$ cat config.mk
export PLATFORM = sky130hd
export DESIGN_NAME = bcci_div_step
export DESIGN_NICKNAME = d
export VERILOG_FILES = /design/src/rtl/bcci_pkg.sv /design/src/rtl/bcci_div_step.sv
export SDC_FILE = /design/constraint.sdc
export NUM_CORES = 1
export LEC_CHECK = 0
export BUFFER_PORTS_ARGS = -buffer_cell sky130_fd_sc_hd__buf_2
export CAP_MARGIN = 5
export CELL_PAD_IN_SITES_DETAIL_PLACEMENT = 0
export CELL_PAD_IN_SITES_GLOBAL_PLACEMENT = 1
export CORE_ASPECT_RATIO = 1.4
export CORE_UTILIZATION = 24
export CTS_CLUSTER_DIAMETER = 150
export DETAILED_ROUTE_END_ITERATION = 16
export PLACE_DENSITY = 0.56
export SETUP_SLACK_MARGIN = 0.4
export SLEW_MARGIN = 0
export SYNTH_ARGS = -nofsm -noshare
export SYNTH_HDL_FRONTEND = slang
export SYNTH_SLANG_ARGS = --single-unit
$ cat constraint.sdc
create_clock -name clk -period 0.85 [get_ports clk]
set_input_delay 0.1275 -clock clk [delete_from_list [all_inputs] [get_ports clk]]
set_output_delay 0.1275 -clock clk [all_outputs]
set_load 0.02 [all_outputs]
$ cat src/rtl/bcci_pkg.sv
// ----------------------------------------------------------------------------
// bcci_pkg
// Shared widths, register codes and beat sideband types for the bilinear
// corner colour interpolation core.
// ----------------------------------------------------------------------------
package bcci_pkg;

    localparam int WEIGHT_FRAC_BITS_DEF = 16;
    localparam int QUO_EXTRA_BITS       = 21;

    localparam int COORD_W     = 16;
    localparam int SIZE_W      = 16;
    localparam int COLOR_W     = 32;
    localparam int CHAN_W      = 8;
    localparam int NUM_CORNERS = 4;
    localparam int NUM_CHANS   = 4;
    localparam int EDGE_W      = 18;
    localparam int PROD_W      = 2 * EDGE_W;
    localparam int AREA_W      = 2 * SIZE_W;
    localparam int DIV_W       = AREA_W + 3;
    localparam int HEAD_W      = 17;
    localparam int CFG_IDX_W   = 3;

    localparam logic [SIZE_W-1:0]  RECT_SIZE_RST = SIZE_W'(16);
    localparam logic [COLOR_W-1:0] COLOR_RST     = '1;
    localparam logic [CHAN_W-1:0]  CHAN_MAX      = '1;

    typedef enum logic [CFG_IDX_W-1:0] {
        CFG_RECT_WIDTH   = 3'd0,
        CFG_RECT_HEIGHT  = 3'd1,
        CFG_COLOR_LT     = 3'd2,
        CFG_COLOR_RT     = 3'd3,
        CFG_COLOR_LB     = 3'd4,
        CFG_COLOR_RB     = 3'd5
    } cfg_reg_e;

    typedef struct packed {
        logic                       err;
        logic signed [COORD_W-1:0]  x;
        logic signed [COORD_W-1:0]  y;
    } side_t;

    typedef struct packed {
        logic neg;
        logic ovf;
    } lane_flag_t;

endpackage

$ cat src/rtl/bcci_div_step.sv
// ----------------------------------------------------------------------------
// bcci_div_step
// One registered restoring-division step for the four weight lanes: shift
// in one dividend bit, compare against the divisor, subtract, emit one
// quotient bit.
// ----------------------------------------------------------------------------
module bcci_div_step #(
    parameter int QW = bcci_pkg::WEIGHT_FRAC_BITS_DEF + bcci_pkg::QUO_EXTRA_BITS
) (
    input  logic                                                        clk,
    input  logic                                                        rst_n,
    input  logic                                                        en,
    input  logic [bcci_pkg::DIV_W-1:0]                                  divisor,
    input  logic                                                        valid_in,
    input  bcci_pkg::side_t                                             side_in,
    input  bcci_pkg::lane_flag_t [bcci_pkg::NUM_CORNERS-1:0]            flag_in,
    input  logic [bcci_pkg::NUM_CORNERS-1:0][bcci_pkg::DIV_W-1:0]       rem_in,
    input  logic [bcci_pkg::NUM_CORNERS-1:0][QW-1:0]                    quo_in,
    output logic                                                        valid_out,
    output bcci_pkg::side_t                                             side_out,
    output bcci_pkg::lane_flag_t [bcci_pkg::NUM_CORNERS-1:0]            flag_out,
    output logic [bcci_pkg::NUM_CORNERS-1:0][bcci_pkg::DIV_W-1:0]       rem_out,
    output logic [bcci_pkg::NUM_CORNERS-1:0][QW-1:0]                    quo_out
);
    import bcci_pkg::*;

    logic [NUM_CORNERS-1:0][DIV_W:0]   trial;
    logic [NUM_CORNERS-1:0][DIV_W:0]   diff;
    logic [NUM_CORNERS-1:0]            fits;
    logic [NUM_CORNERS-1:0][DIV_W-1:0] rem_next;
    logic [NUM_CORNERS-1:0][QW-1:0]    quo_next;

    always_comb
    begin
        for (int i = 0; i < NUM_CORNERS; i++)
        begin
            trial[i]    = {rem_in[i], quo_in[i][QW-1]};
            diff[i]     = trial[i] - {1'b0, divisor};
            fits[i]     = trial[i] >= {1'b0, divisor};
            rem_next[i] = fits[i] ? diff[i][DIV_W-1:0] : trial[i][DIV_W-1:0];
            quo_next[i] = {quo_in[i][QW-2:0], fits[i]};
        end
    end

    always_ff @(posedge clk or negedge rst_n)
    begin
        if (!rst_n)
        begin
            valid_out <= 1'b0;
        end
        else if (en)
        begin
            valid_out <= valid_in;
        end
    end

    always_ff @(posedge clk)
    begin
        if (en)
        begin
            side_out <= side_in;
            flag_out <= flag_in;
            rem_out  <= rem_next;
            quo_out  <= quo_next;
        end
    end

endmodule

# Word level (Yosys, flattened, before mapping)
# Cells that the tools add are included.
# totals
register_bits,330
latch_bits,0
ramBits,0
romBits,0
output_inout_bits,330
n_memories,0
# classes
n_addsub,4
mul,0
div_mod_pow,0
n_lt_le_gt_ge,4
n_eq_ne,0
shifts,0
mux,4
n_bitwise,0
n_reduce_logical,0
# ops
op,count
>= comparator 36 x 35 -> 1 bit,4
two-way mux 35 bit,4
subtractor 35 bit,4

# Depth between registers and ports, before layout
# Gate-level depths: netlist of run 1.
# depth
word_depth,2
depth_mapped,15
depth_no_buf,13

# Worst setup path after synthesis of run 1
# Ideal clock, no wire load.
# synth_timing
kind,input -> register
from,in divisor[11] (netlist name)
to,"reg rem_out[112] (netlist name), data pin"
setup_time_ns,0.260
t_arrival_ns,3.090
setup_slack_ns,-2.501
stages,14
path_buffers,2
cell_sequence,inv_1 -> ha_1 -> a21o_1 -> a21o_1 -> a211oi_2 -> o21bai_1 -> or3_4 -> a221oi_4 -> o21ai_2 -> a221o_1 -> a211o_1 -> buf_6 -> buf_12 -> mux2_4
# synth_rtl
item,line,source
from (decl),bcci_div_step.sv:13,"input logic [bcci_pkg::DIV_W-1:0] divisor,"
to (signal assigned),bcci_div_step.sv:63,rem_out <= rem_next;
to (decl),bcci_div_step.sv:22,"output logic [bcci_pkg::NUM_CORNERS-1:0][bcci_pkg::DIV_W-1:0] rem_out,"

==> results of run 1 <==
path summary, 6_finish.rpt:
kind	startpoint	end	slack, ns	cells after the start
max	divisor[11]	rem_out[137]	-2.08	15
min	valid_in	valid_out	-0.21	2
max reg2reg	valid_out	valid_out	-0.05	2
min reg2reg	valid_out	valid_out	0.63	2
max in group asynchronous	rst_n	valid_out	0.89	2
min in group asynchronous	rst_n	valid_out	-0.14	2
stage by stage:
| stage | total power (uW) | util |
|---|---|---|
| 2_1_floorplan | 30200 | - |
| 3_3_place_gp | 39000 | 0.364 |
| 3_5_place_dp | 39100 | 0.364 |
| 4_1_cts | 61600 | 0.450 |
| 5_1_grt | 65400 | 0.470 |
| 6_report | 62700 | 0.470 |
cell families (layout without fill, tap and decap cells):
logic type / after synthesis / count (layout) / synth area share
AO/OA/AOI/OAI: 507 / 507 / 0.169
AND/OR/NAND/NOR: 397 / 397 / 0.100
flip-flops: 330 / 330 / 0.523
adder cells (fa/ha/maj): 144 / 144 / 0.0967
buffers and inverters: 128 / 1700 / 0.0284
XOR/XNOR: 110 / 110 / 0.0509
multiplexers: 46 / 46 / 0.0320
other: 0 / 6 / 0
Yosys cell counts (4+ instances only):
| library cell | count |
|---|---|
| o41ai_1 | 5 |
| ha_1 | 140 |
| o21ai_0 | 133 |
| o31ai_1 | 15 |
| o21bai_1 | 14 |
| a211oi_1 | 15 |
| nand4_1 | 23 |
| nor2_1 | 87 |
| a41oi_1 | 4 |
| o31a_1 | 4 |
| a21boi_0 | 5 |
| nor2b_1 | 17 |
| xnor2_1 | 64 |
| mux2_4 | 25 |
| o211ai_1 | 9 |
| and2_1 | 10 |
| nand2_1 | 135 |
| or3_1 | 6 |
| a21o_1 | 81 |
| nand2b_1 | 17 |
| edfxtp_1 | 329 |
| a31oi_1 | 14 |
| nand3_1 | 41 |
| a21oi_1 | 143 |
| nor3_1 | 19 |
| a211o_1 | 8 |
| o21a_1 | 21 |
| mux2_2 | 16 |
| inv_1 | 78 |
| xor2_1 | 46 |
| mux2i_1 | 5 |
| and3_1 | 13 |
| a221o_1 | 4 |
| clkbuf_1 | 46 |
| a2111oi_0 | 4 |
| fa_1 | 4 |
| nand4b_1 | 4 |
| nor4_1 | 4 |
| or2_2 | 5 |
registers in the layout, indices dropped and copies added, names as in the netlist:
name       cells
quo_out      148
rem_out      140
side_out      33
flag_out       8
valid_out      1
power by group:
group          internal (uW)  switching (uW)  total, uW
sequential             20300            1150      21500
clock                  10100            7390      17500
combinational          12300           11500      23800
repair_timing:
item | 4_1_cts | 5_1_grt
gates resized for setup | 724 | 373
endpoints found under the setup margin | 475 | 538
pin swaps | 99 | 51
endpoints found under the hold margin | 340 | 142
cloned | 13 | 2
setup buffers | 60 | 22
final cells by class:
cell class / instances / area (um2) / area share
clock buffer: 49 / 1050 / 0.0288
sequential: 330 / 9910 / 0.270
antenna: 6 / 15.0 / 0.000410
timing repair buffer: 1551 / 13200 / 0.361
clock inverter: 22 / 243 / 0.00662
multi-input combinational: 1204 / 10600 / 0.288
inverter: 78 / 344 / 0.00939
tap: 1045 / 1310 / 0.0357
worst max-delay path, stage by stage:
cell        delay (ns)
buf_8             0.09
clkinvlp_4        0.10
ha_4              0.23
a21o_1            0.16
a21o_1            0.18
a211oi_2          0.23
o21bai_1          0.12
or3_4             0.41
a221oi_4          0.27
o21ai_2           0.11
a221o_1           0.32
a211o_4           0.36
buf_8             0.14
buf_12            0.12
mux2_4            0.28
routing by layer:
layer,global-route usage,part of all wire
met5,0,0.0013
met4,0.134,0.067
met3,0.0423,0.050
met2,0.434,0.55
met1,0.207,0.33
==> flow_metrics.env, run 1 <==
export IMPL_status="finished, violations left"
export IMPL_violations="negative hold slack, negative setup slack"
export IMPL_maxCapViolCount=0
export IMPL_clk_path_buf_depth=3
export IMPL_ys_seq_area_frac=0.523
export IMPL_fmax_mhz=341
export IMPL_yosysWarnings=0
export IMPL_path_max_fanout=5
export IMPL_fin_crit_ns=2.93
export IMPL_slew_viol_final=0
export IMPL_cp_arrival_ns=3.25
export IMPL_synth_largest_area_cell="edfxtp_1"
export IMPL_dp_cells=3926
export IMPL_grt_max_degree=28
export IMPL_leakage_uw=0.0163
export IMPL_max_vdd_ir_drop_mv=1.54
export IMPL_synth_edff_count=329
export IMPL_worst_slew_pin_slew_ns=0.590
export IMPL_cts_htree_levels=2
export IMPL_avgRoutedWirePerCell_um=21.7
export IMPL_fillers=6952
export IMPL_ctsHoldBuffers=185
export IMPL_grt_ovfl_total=0
export IMPL_synth_top_area_frac=0.522
export IMPL_root_buffer="clkbuf_16"
export IMPL_gp_congestion=0.945
export IMPL_syn_avg_cell_area_um2=11.4
export IMPL_holdCritPathClass="input pin to register"
export IMPL_cts_inserted_buffers=40
export IMPL_grt_pass1_wl_um=130000
export IMPL_ys_flop_type="edfxtp_1"
export IMPL_period_share=3.45
export IMPL_num_rows=121
export IMPL_via_per_inst=4.58
export IMPL_rsz0062_at_grt="yes"
export IMPL_io_pins=698
export IMPL_grtUsageTotal=0.221
export IMPL_finalNonFillerCells=4285
export IMPL_power_density_nw_per_um2=1710
export IMPL_mappedNetlistArea_um2=18900
export IMPL_cp_start_kind="input pin"
export IMPL_cp_end_kind="register"
export IMPL_synthArstFlopShare=0.00303
export IMPL_crit_required_ns=1.17
export IMPL_initial_core_util=0.243
export IMPL_drive_gt1_frac=0.556
export IMPL_remaining_drc_errors=0
export IMPL_clock_sinks=330
export IMPL_hold_viol=127
export IMPL_dp_slack_ns=-3.10
export IMPL_die_area_um2=80000
export IMPL_antenna_found_initial=18
export IMPL_area_delta_synth_final_pct=93.6
export IMPL_die_x_um=239
export IMPL_relSlewSlack=0.596
export IMPL_finalWorstSetupSlack_ns=-2.08
export IMPL_firstDrtPassIters=4
export IMPL_grt_pass1_vias=21000
export IMPL_ys_seq_elements=330
export IMPL_clk_latency_ns=0.57
export IMPL_cts_tree="built"
export IMPL_drt_initial_drc_count=659
export IMPL_final_nets=3717
export IMPL_synthTopCellsByArea="edfxtp_1 (52%), ha_1 (9.3%), a21oi_1 (3.8%)"
export IMPL_routed_wl_um=92900
export IMPL_hpwlAfterDp_um=71300
export IMPL_path_clk_slew_ns=0.06
export IMPL_synthesis_nets=2174
export IMPL_setup_violations=475
export IMPL_coreArea_um2=78000
export IMPL_synth_cell_type_count=68
export IMPL_dpl_cell_area_um2=28400
export IMPL_fin_area_um2=36700
export IMPL_netlist_instances=1662
export IMPL_via_count=19600
export IMPL_die_y_um=334
export IMPL_setup_tns_ns=-397.27
export IMPL_drtAntennaViolNets=0
export IMPL_layout_common_cells="buf_4 (559), buf_2 (396), buf_6 (346), edfxtp_1 (329), dlygate4sd3_1 (185)"
export IMPL_mostFrequentLayoutCell="buf_4"
export IMPL_whs_ns=-0.207
export IMPL_fin_skew_ns=0
export IMPL_crit_type="input pin to register"
export IMPL_portBuffers=697
No activity file was read; power rests on OpenSTA's default activity.
==> inputs of run 2 (changes only) <==
--- a/config.mk
+++ b/config.mk
@@ -5,15 +5,16 @@
 export SDC_FILE = /design/constraint.sdc
 export NUM_CORES = 1
 export LEC_CHECK = 0
+export ABC_AREA = 1
 export BUFFER_PORTS_ARGS = -buffer_cell sky130_fd_sc_hd__buf_2
 export CAP_MARGIN = 5
 export CELL_PAD_IN_SITES_DETAIL_PLACEMENT = 0
 export CELL_PAD_IN_SITES_GLOBAL_PLACEMENT = 1
-export CORE_ASPECT_RATIO = 1.4
-export CORE_UTILIZATION = 24
+export CORE_AREA = 2 2 271 273
 export CTS_CLUSTER_DIAMETER = 150
 export DETAILED_ROUTE_END_ITERATION = 16
-export PLACE_DENSITY = 0.56
+export DIE_AREA = 0 0 273 275
+export PLACE_DENSITY = 0.71
 export SETUP_SLACK_MARGIN = 0.4
 export SLEW_MARGIN = 0
 export SYNTH_ARGS = -nofsm -noshare
==> constraint.sdc (replaced) <==
create_clock -name clk -period 2.7 [get_ports clk]
set_input_delay 0.405 -clock clk [delete_from_list [all_inputs] [get_ports clk]]
set_output_delay 0.405 -clock clk [all_outputs]
set_load 0.02 [all_outputs]
==> flow_metrics.env, run 2 <==
export IMPL_worst_slew_pin_slew_ns=0.600
export IMPL_clk_path_buf_depth=3
export IMPL_synthTopCellsByArea="edfxtp_1 (43%), nand2_1 (18%), inv_1 (7.8%)"
export IMPL_fmax_mhz=450
export IMPL_synth_edff_count=329
export IMPL_holdCritPathClass="input pin to register"
export IMPL_fin_skew_ns=0
export IMPL_grtUsageTotal=0.266
export IMPL_largest_reg_flops=148
export IMPL_drtAntennaViolNets=0
export IMPL_crit_type="input pin to register"
export IMPL_leakage_uw=0.0174
export IMPL_die_y_um=275
export IMPL_cts_inserted_buffers=40
export IMPL_drive_gt1_frac=0.308
export IMPL_portBuffers=697
export IMPL_grt_ovfl_total=0
export IMPL_num_rows=99
export IMPL_largest_registers="quo_out x148, rem_out x140, side_out x33"
export IMPL_ys_flop_type="edfxtp_1"
export IMPL_die_area_um2=75100
export IMPL_status="complete, no violations"
export IMPL_fillers=7274
export IMPL_gp_congestion=0.917
export IMPL_final_util=0.465
export IMPL_cp_start_kind="input pin"
export IMPL_maxCapViolCount=0
export IMPL_grt_pass1_vias=23200
export IMPL_final_nets=4680
export IMPL_r2r_cells=1
export IMPL_synth_largest_area_cell="edfxtp_1"
export IMPL_io_pins=698
export IMPL_dp_cells=4900
export IMPL_crit_required_ns=3.05
export IMPL_initial_core_util=0.314
export IMPL_hpwlAfterDp_um=85300
export IMPL_synthesis_nets=3422
export IMPL_cts_htree_levels=2
export IMPL_path_max_fanout=4
export IMPL_synth_common_cells="nand2_1 (1092), inv_1 (473), edfxtp_1 (329)"
export IMPL_grt_max_degree=59
export IMPL_clk_latency_ns=0.61
export IMPL_via_per_inst=4.56
export IMPL_mappedNetlistArea_um2=22700
export IMPL_synthArstFlopShare=0.00303
export IMPL_root_buffer="clkbuf_16"
export IMPL_mostFrequentLayoutCell="nand2_1"
export IMPL_slew_viol_final=0
export IMPL_synth_top_area_frac=0.435
export IMPL_syn_avg_cell_area_um2=7.81
export IMPL_power_density_nw_per_um2=546
export IMPL_yosysWarnings=0
export IMPL_path_clk_slew_ns=0.06
export IMPL_drt_initial_drc_count=1613
export IMPL_max_vdd_ir_drop_mv=0.408
export IMPL_coreArea_um2=72300
export IMPL_via_count=23500
export IMPL_hold_viol=0
export IMPL_firstDrtPassIters=6
export IMPL_finalNonFillerCells=5165
export IMPL_yosysMostFrequentCell="nand2_1"
export IMPL_setup_violations=0
export IMPL_period_share=0.823
export IMPL_avgRoutedWirePerCell_um=20.1
export IMPL_rsz0062_at_grt="yes"
export IMPL_cp_end_kind="register"
export IMPL_grt_pass1_wl_um=146000
export IMPL_ys_seq_elements=330
export IMPL_die_x_um=273
export IMPL_layout_common_cells="nand2_1 (1091), buf_2 (696), inv_1 (467), buf_4 (333), edfxtp_1 (329)"
export IMPL_worstHoldPathCells=1
export IMPL_area_delta_synth_final_pct=47.9
export IMPL_ys_seq_area_frac=0.436
export IMPL_regMostFlops="quo_out"
export IMPL_setup_tns_ns=0
export IMPL_relSlewSlack=0.600
export IMPL_netlist_instances=2910
export IMPL_cts_tree="built"
export IMPL_antenna_found_initial=13
export IMPL_routed_wl_um=104000
export IMPL_synth_cell_type_count=45
export IMPL_clock_sinks=330
export IMPL_cp_arrival_ns=2.57
export IMPL_fin_crit_ns=2.22
export IMPL_remaining_drc_errors=0
-- run 2: per-layer routing --
| layer | up-vias | wire, um | GRT usage |
|---|---|---|---|
| li1 | 11800 | - | - |
| met1 | 10700 | 42600 | 0.326 |
| met2 | 804 | 49800 | 0.460 |
| met3 | 169 | 6450 | 0.0419 |
| met4 | 8 | 4780 | 0.118 |
| met5 | - | 54 | 0 |
-- run 2: final timing paths --
path,from,endpoint,slack [ns]
max in group asynchronous,rst_n,valid_out,2.53
min,quo_in[107],quo_out[108],0.03
max,divisor[0],rem_out[137],0.48
min in group asynchronous,rst_n,valid_out,0.09
max reg2reg,valid_out,valid_out,1.96
min reg2reg,valid_out,valid_out,0.51
-- run 2: cell type report --
type | instances | area, um2 | share of cell area
diodes | 6 | 15.0 | 0.000447
clock buffers | 43 | 1010 | 0.0301
clock inverters | 31 | 345 | 0.0103
inverters | 490 | 1860 | 0.0555
multi-input cells | 2060 | 10700 | 0.319
flip-flops and latches | 330 | 9900 | 0.295
well taps | 959 | 1200 | 0.0357
repair buffers | 1246 | 8550 | 0.254
-- run 2: per-stage QoR --
stage | cell area (um2) | hold WS [ns] | setup WS [ns] | power (uW)
after detailed placement | 30300 | 0.181 | -0.145 | 12500
after floorplan | 22700 | 0.109 | 0.416 | 9710
after CTS | 33400 | 0.00144 | 0.476 | 18500
final | 33600 | 0.0257 | 0.479 | 18400
after global routing | 33600 | 0.00161 | 0.364 | 19200
after global placement | 30300 | 0.180 | -0.146 | 12500
-- run 2: timing repair --
action / 4_1_cts / 5_1_grt
endpoints found under the hold margin: 176 / 0
hold buffers: 176 / 0
gates resized for setup: 0 / 17
setup endpoints to repair: 0 / 79
setup buffers: 0 / 8
-- run 2: power breakdown --
group	switching (uW)	internal (uW)	leakage, uW
clock	2440	3240	0.000648
sequential	250	6350	0.00323
combinational	3700	2380	0.0135
total	6390	12000	0.0174
-- run 2: worst max-delay path: stages --
cell and delay (ns):
buf_2 0.18, buf_4 0.18, ha_1 0.25, fa_1 0.40, nor2_1 0.16, nor2_1 0.13, o21ai_1 0.21, nand2_1 0.08
nand2_1 0.18, nand2_1 0.13, nand2_1 0.08, nand2_1 0.06, nand3_2 0.06, nand2_1 0.05
-- run 2: cells by family (layout without fill, tap and decap cells) --
family / after synthesis / in the layout / share of synthesized area
AND/OR/NAND/NOR: 1624 / 1624 / 0.308
AO/OA/AOI/OAI: 219 / 219 / 0.0528
other: 0 / 6 / 0
buffers and inverters: 520 / 1810 / 0.0940
adder cells (fa/ha/maj): 144 / 144 / 0.0806
XOR/XNOR: 72 / 72 / 0.0278
flip-flops: 330 / 330 / 0.436
multiplexers: 1 / 1 / 0.000496
==> inputs of run 3 (changes only) <==
--- a/config.mk
+++ b/config.mk
@@ -5,16 +5,16 @@
 export SDC_FILE = /design/constraint.sdc
 export NUM_CORES = 1
 export LEC_CHECK = 0
-export ABC_AREA = 1
+export ABC_AREA = 0
 export BUFFER_PORTS_ARGS = -buffer_cell sky130_fd_sc_hd__buf_2
 export CAP_MARGIN = 5
 export CELL_PAD_IN_SITES_DETAIL_PLACEMENT = 0
 export CELL_PAD_IN_SITES_GLOBAL_PLACEMENT = 1
-export CORE_AREA = 2 2 271 273
+export CORE_AREA = 2 2 270 272
 export CTS_CLUSTER_DIAMETER = 150
 export DETAILED_ROUTE_END_ITERATION = 16
-export DIE_AREA = 0 0 273 275
-export PLACE_DENSITY = 0.71
+export DIE_AREA = 0 0 272 274
+export PLACE_DENSITY = 0.61
 export SETUP_SLACK_MARGIN = 0.4
 export SLEW_MARGIN = 0
 export SYNTH_ARGS = -nofsm -noshare
==> constraint.sdc (replaced) <==
create_clock -name clk -period 2.1 [get_ports clk]
set_input_delay 0.315 -clock clk [delete_from_list [all_inputs] [get_ports clk]]
set_output_delay 0.315 -clock clk [all_outputs]
set_load 0.02 [all_outputs]
==> flow_metrics.env, run 3 (synthesis gave the netlist of run 1 again) <==
export IMPL_status="finished, violations left"
export IMPL_violations="negative setup slack"
export IMPL_relSlewSlack=0.685
export IMPL_coreArea_um2=72000
export IMPL_whs_ns=0.0510
export IMPL_crit_required_ns=2.42
export IMPL_grt_max_degree=61
export IMPL_cts_htree_levels=2
export IMPL_r2r_slack_ns=1.36
export IMPL_routed_wl_um=89100
export IMPL_maxCapViolCount=0
export IMPL_clk_latency_ns=0.57
export IMPL_path_max_fanout=17
export IMPL_setup_violations=144
export IMPL_gp_congestion=0.918
export IMPL_area_delta_synth_final_pct=83.2
export IMPL_remaining_drc_errors=0
export IMPL_drive_gt1_frac=0.549
export IMPL_io_pins=698
export IMPL_cp_start_kind="input pin"
export IMPL_die_y_um=274
export IMPL_firstDrtPassIters=5
export IMPL_drtAntennaViolNets=0
export IMPL_portBuffers=697
export IMPL_mostFrequentLayoutCell="buf_2"
export IMPL_regMostFlops="quo_out"
export IMPL_cts_tree="built"
export IMPL_drt_initial_drc_count=841
export IMPL_fillers=6530
export IMPL_fin_crit_ns=3.08
export IMPL_max_vdd_ir_drop_mv=0.816
export IMPL_largest_registers="quo_out x148, rem_out x140, side_out x33"
export IMPL_cp_end_kind="register"
export IMPL_grt_pass1_vias=20400
export IMPL_crit_type="input pin to register"
export IMPL_period_share=1.47
export IMPL_initial_core_util=0.263
export IMPL_clk_path_buf_depth=3
export IMPL_slew_viol_final=0
export IMPL_finalPower_uw=25100
export IMPL_rsz0062_at_grt="yes"
export IMPL_grt_ovfl_total=0
export IMPL_avgRoutedWirePerCell_um=21.3
export IMPL_cts_inserted_buffers=42
export IMPL_hpwlAfterDp_um=68800
export IMPL_die_x_um=272
export IMPL_largest_reg_flops=148
export IMPL_clock_sinks=330
export IMPL_via_count=19600
export IMPL_leakage_uw=0.0158
export IMPL_worst_slew_pin_slew_ns=0.467
export IMPL_via_per_inst=4.68
export IMPL_path_clk_slew_ns=0.06
export IMPL_num_rows=99
export IMPL_holdCritPathClass="input pin to asynchronous set/reset pin"
export IMPL_power_density_nw_per_um2=723
export IMPL_finalWorstSetupSlack_ns=-0.979
export IMPL_grtUsageTotal=0.227
export IMPL_final_nets=3699
export IMPL_fmax_mhz=325
export IMPL_fin_skew_ns=0
export IMPL_grt_pass1_wl_um=126000
export IMPL_die_area_um2=74500
export IMPL_cp_arrival_ns=3.40
export IMPL_hold_viol=0
export IMPL_root_buffer="clkbuf_16"
export IMPL_layout_common_cells="buf_2 (687), buf_4 (548), edfxtp_1 (329), dlygate4sd3_1 (187), ha_1 (117)"
export IMPL_antenna_found_initial=17
export IMPL_setup_tns_ns=-111.81
run 3: stage by stage:
stage | utilization | setup slack (ns) | instances | area, um2
after floorplan | - | -1.29 | 1662 | 19500
after global placement | 0.389 | -1.69 | 3806 | 28000
after CTS | 0.468 | -0.971 | 4157 | 33700
after global routing | 0.482 | -1.04 | 4190 | 34700
after detailed placement | 0.389 | -1.70 | 3806 | 28000
final | 0.482 | -0.979 | 4191 | 34700
run 3: final cells by class:
class                           count  area [um2]  share of cell area
Antenna cell                       11        27.5            0.000794
Clock buffer                       49        1100              0.0317
Clock inverter                     29         363              0.0105
Inverter                           78         344             0.00992
Multi-Input combinational cell   1204       10500               0.303
Sequential cell                   330        9900               0.286
Tap cell                          959        1200              0.0346
Timing Repair Buffer             1531       11200               0.324
run 3: worst paths after layout:
check | end | from | cells after the start
max in group asynchronous | valid_out | rst_n | 2
worst min-delay path | valid_out | rst_n | 2
min in group clk | rem_out[15] | rem_in[14] | 3
worst max-delay path | rem_out[112] | divisor[7] | 14
worst min register to register | valid_out | valid_out | 1
worst max register to register | valid_out | valid_out | 1
run 3: worst max-delay path, cell delays in order:
cell	delay, ns
buf_6	0.07
clkinvlp_4	0.11
ha_4	0.25
a21o_1	0.17
a21o_1	0.18
a21oi_2	0.17
nor2_2	0.06
or3_4	0.43
a221oi_4	0.34
o21ai_2	0.09
a221o_1	0.31
a211o_4	0.37
buf_12	0.17
mux2_4	0.31
run 3: power breakdown:
part	switching [uW]	internal (uW)	total (uW)
registers	254	8200	8450
clock network	3080	4650	7720
logic	4680	4230	8910
total	8010	17100	25100
run 3: metal layers:
layer	GRT usage	routed length, um	part of all wire	vias to the layer above
li1	-	-	-	9379
met1	0.239	32700	0.37	9448
met2	0.414	46200	0.52	578
met3	0.0480	4720	0.053	184
met4	0.141	5350	0.060	12
met5	0	77	0.00086	-
run 3: what timing repair did:
action | in CTS | in global routing
hold buffers | 187 | 0
hold endpoints to repair | 187 | 0
setup endpoints to repair | 144 | 144
setup buffers | 70 | 23
pin swaps | 102 | 61
resized for setup | 344 | 171
cloned | 16 | 0
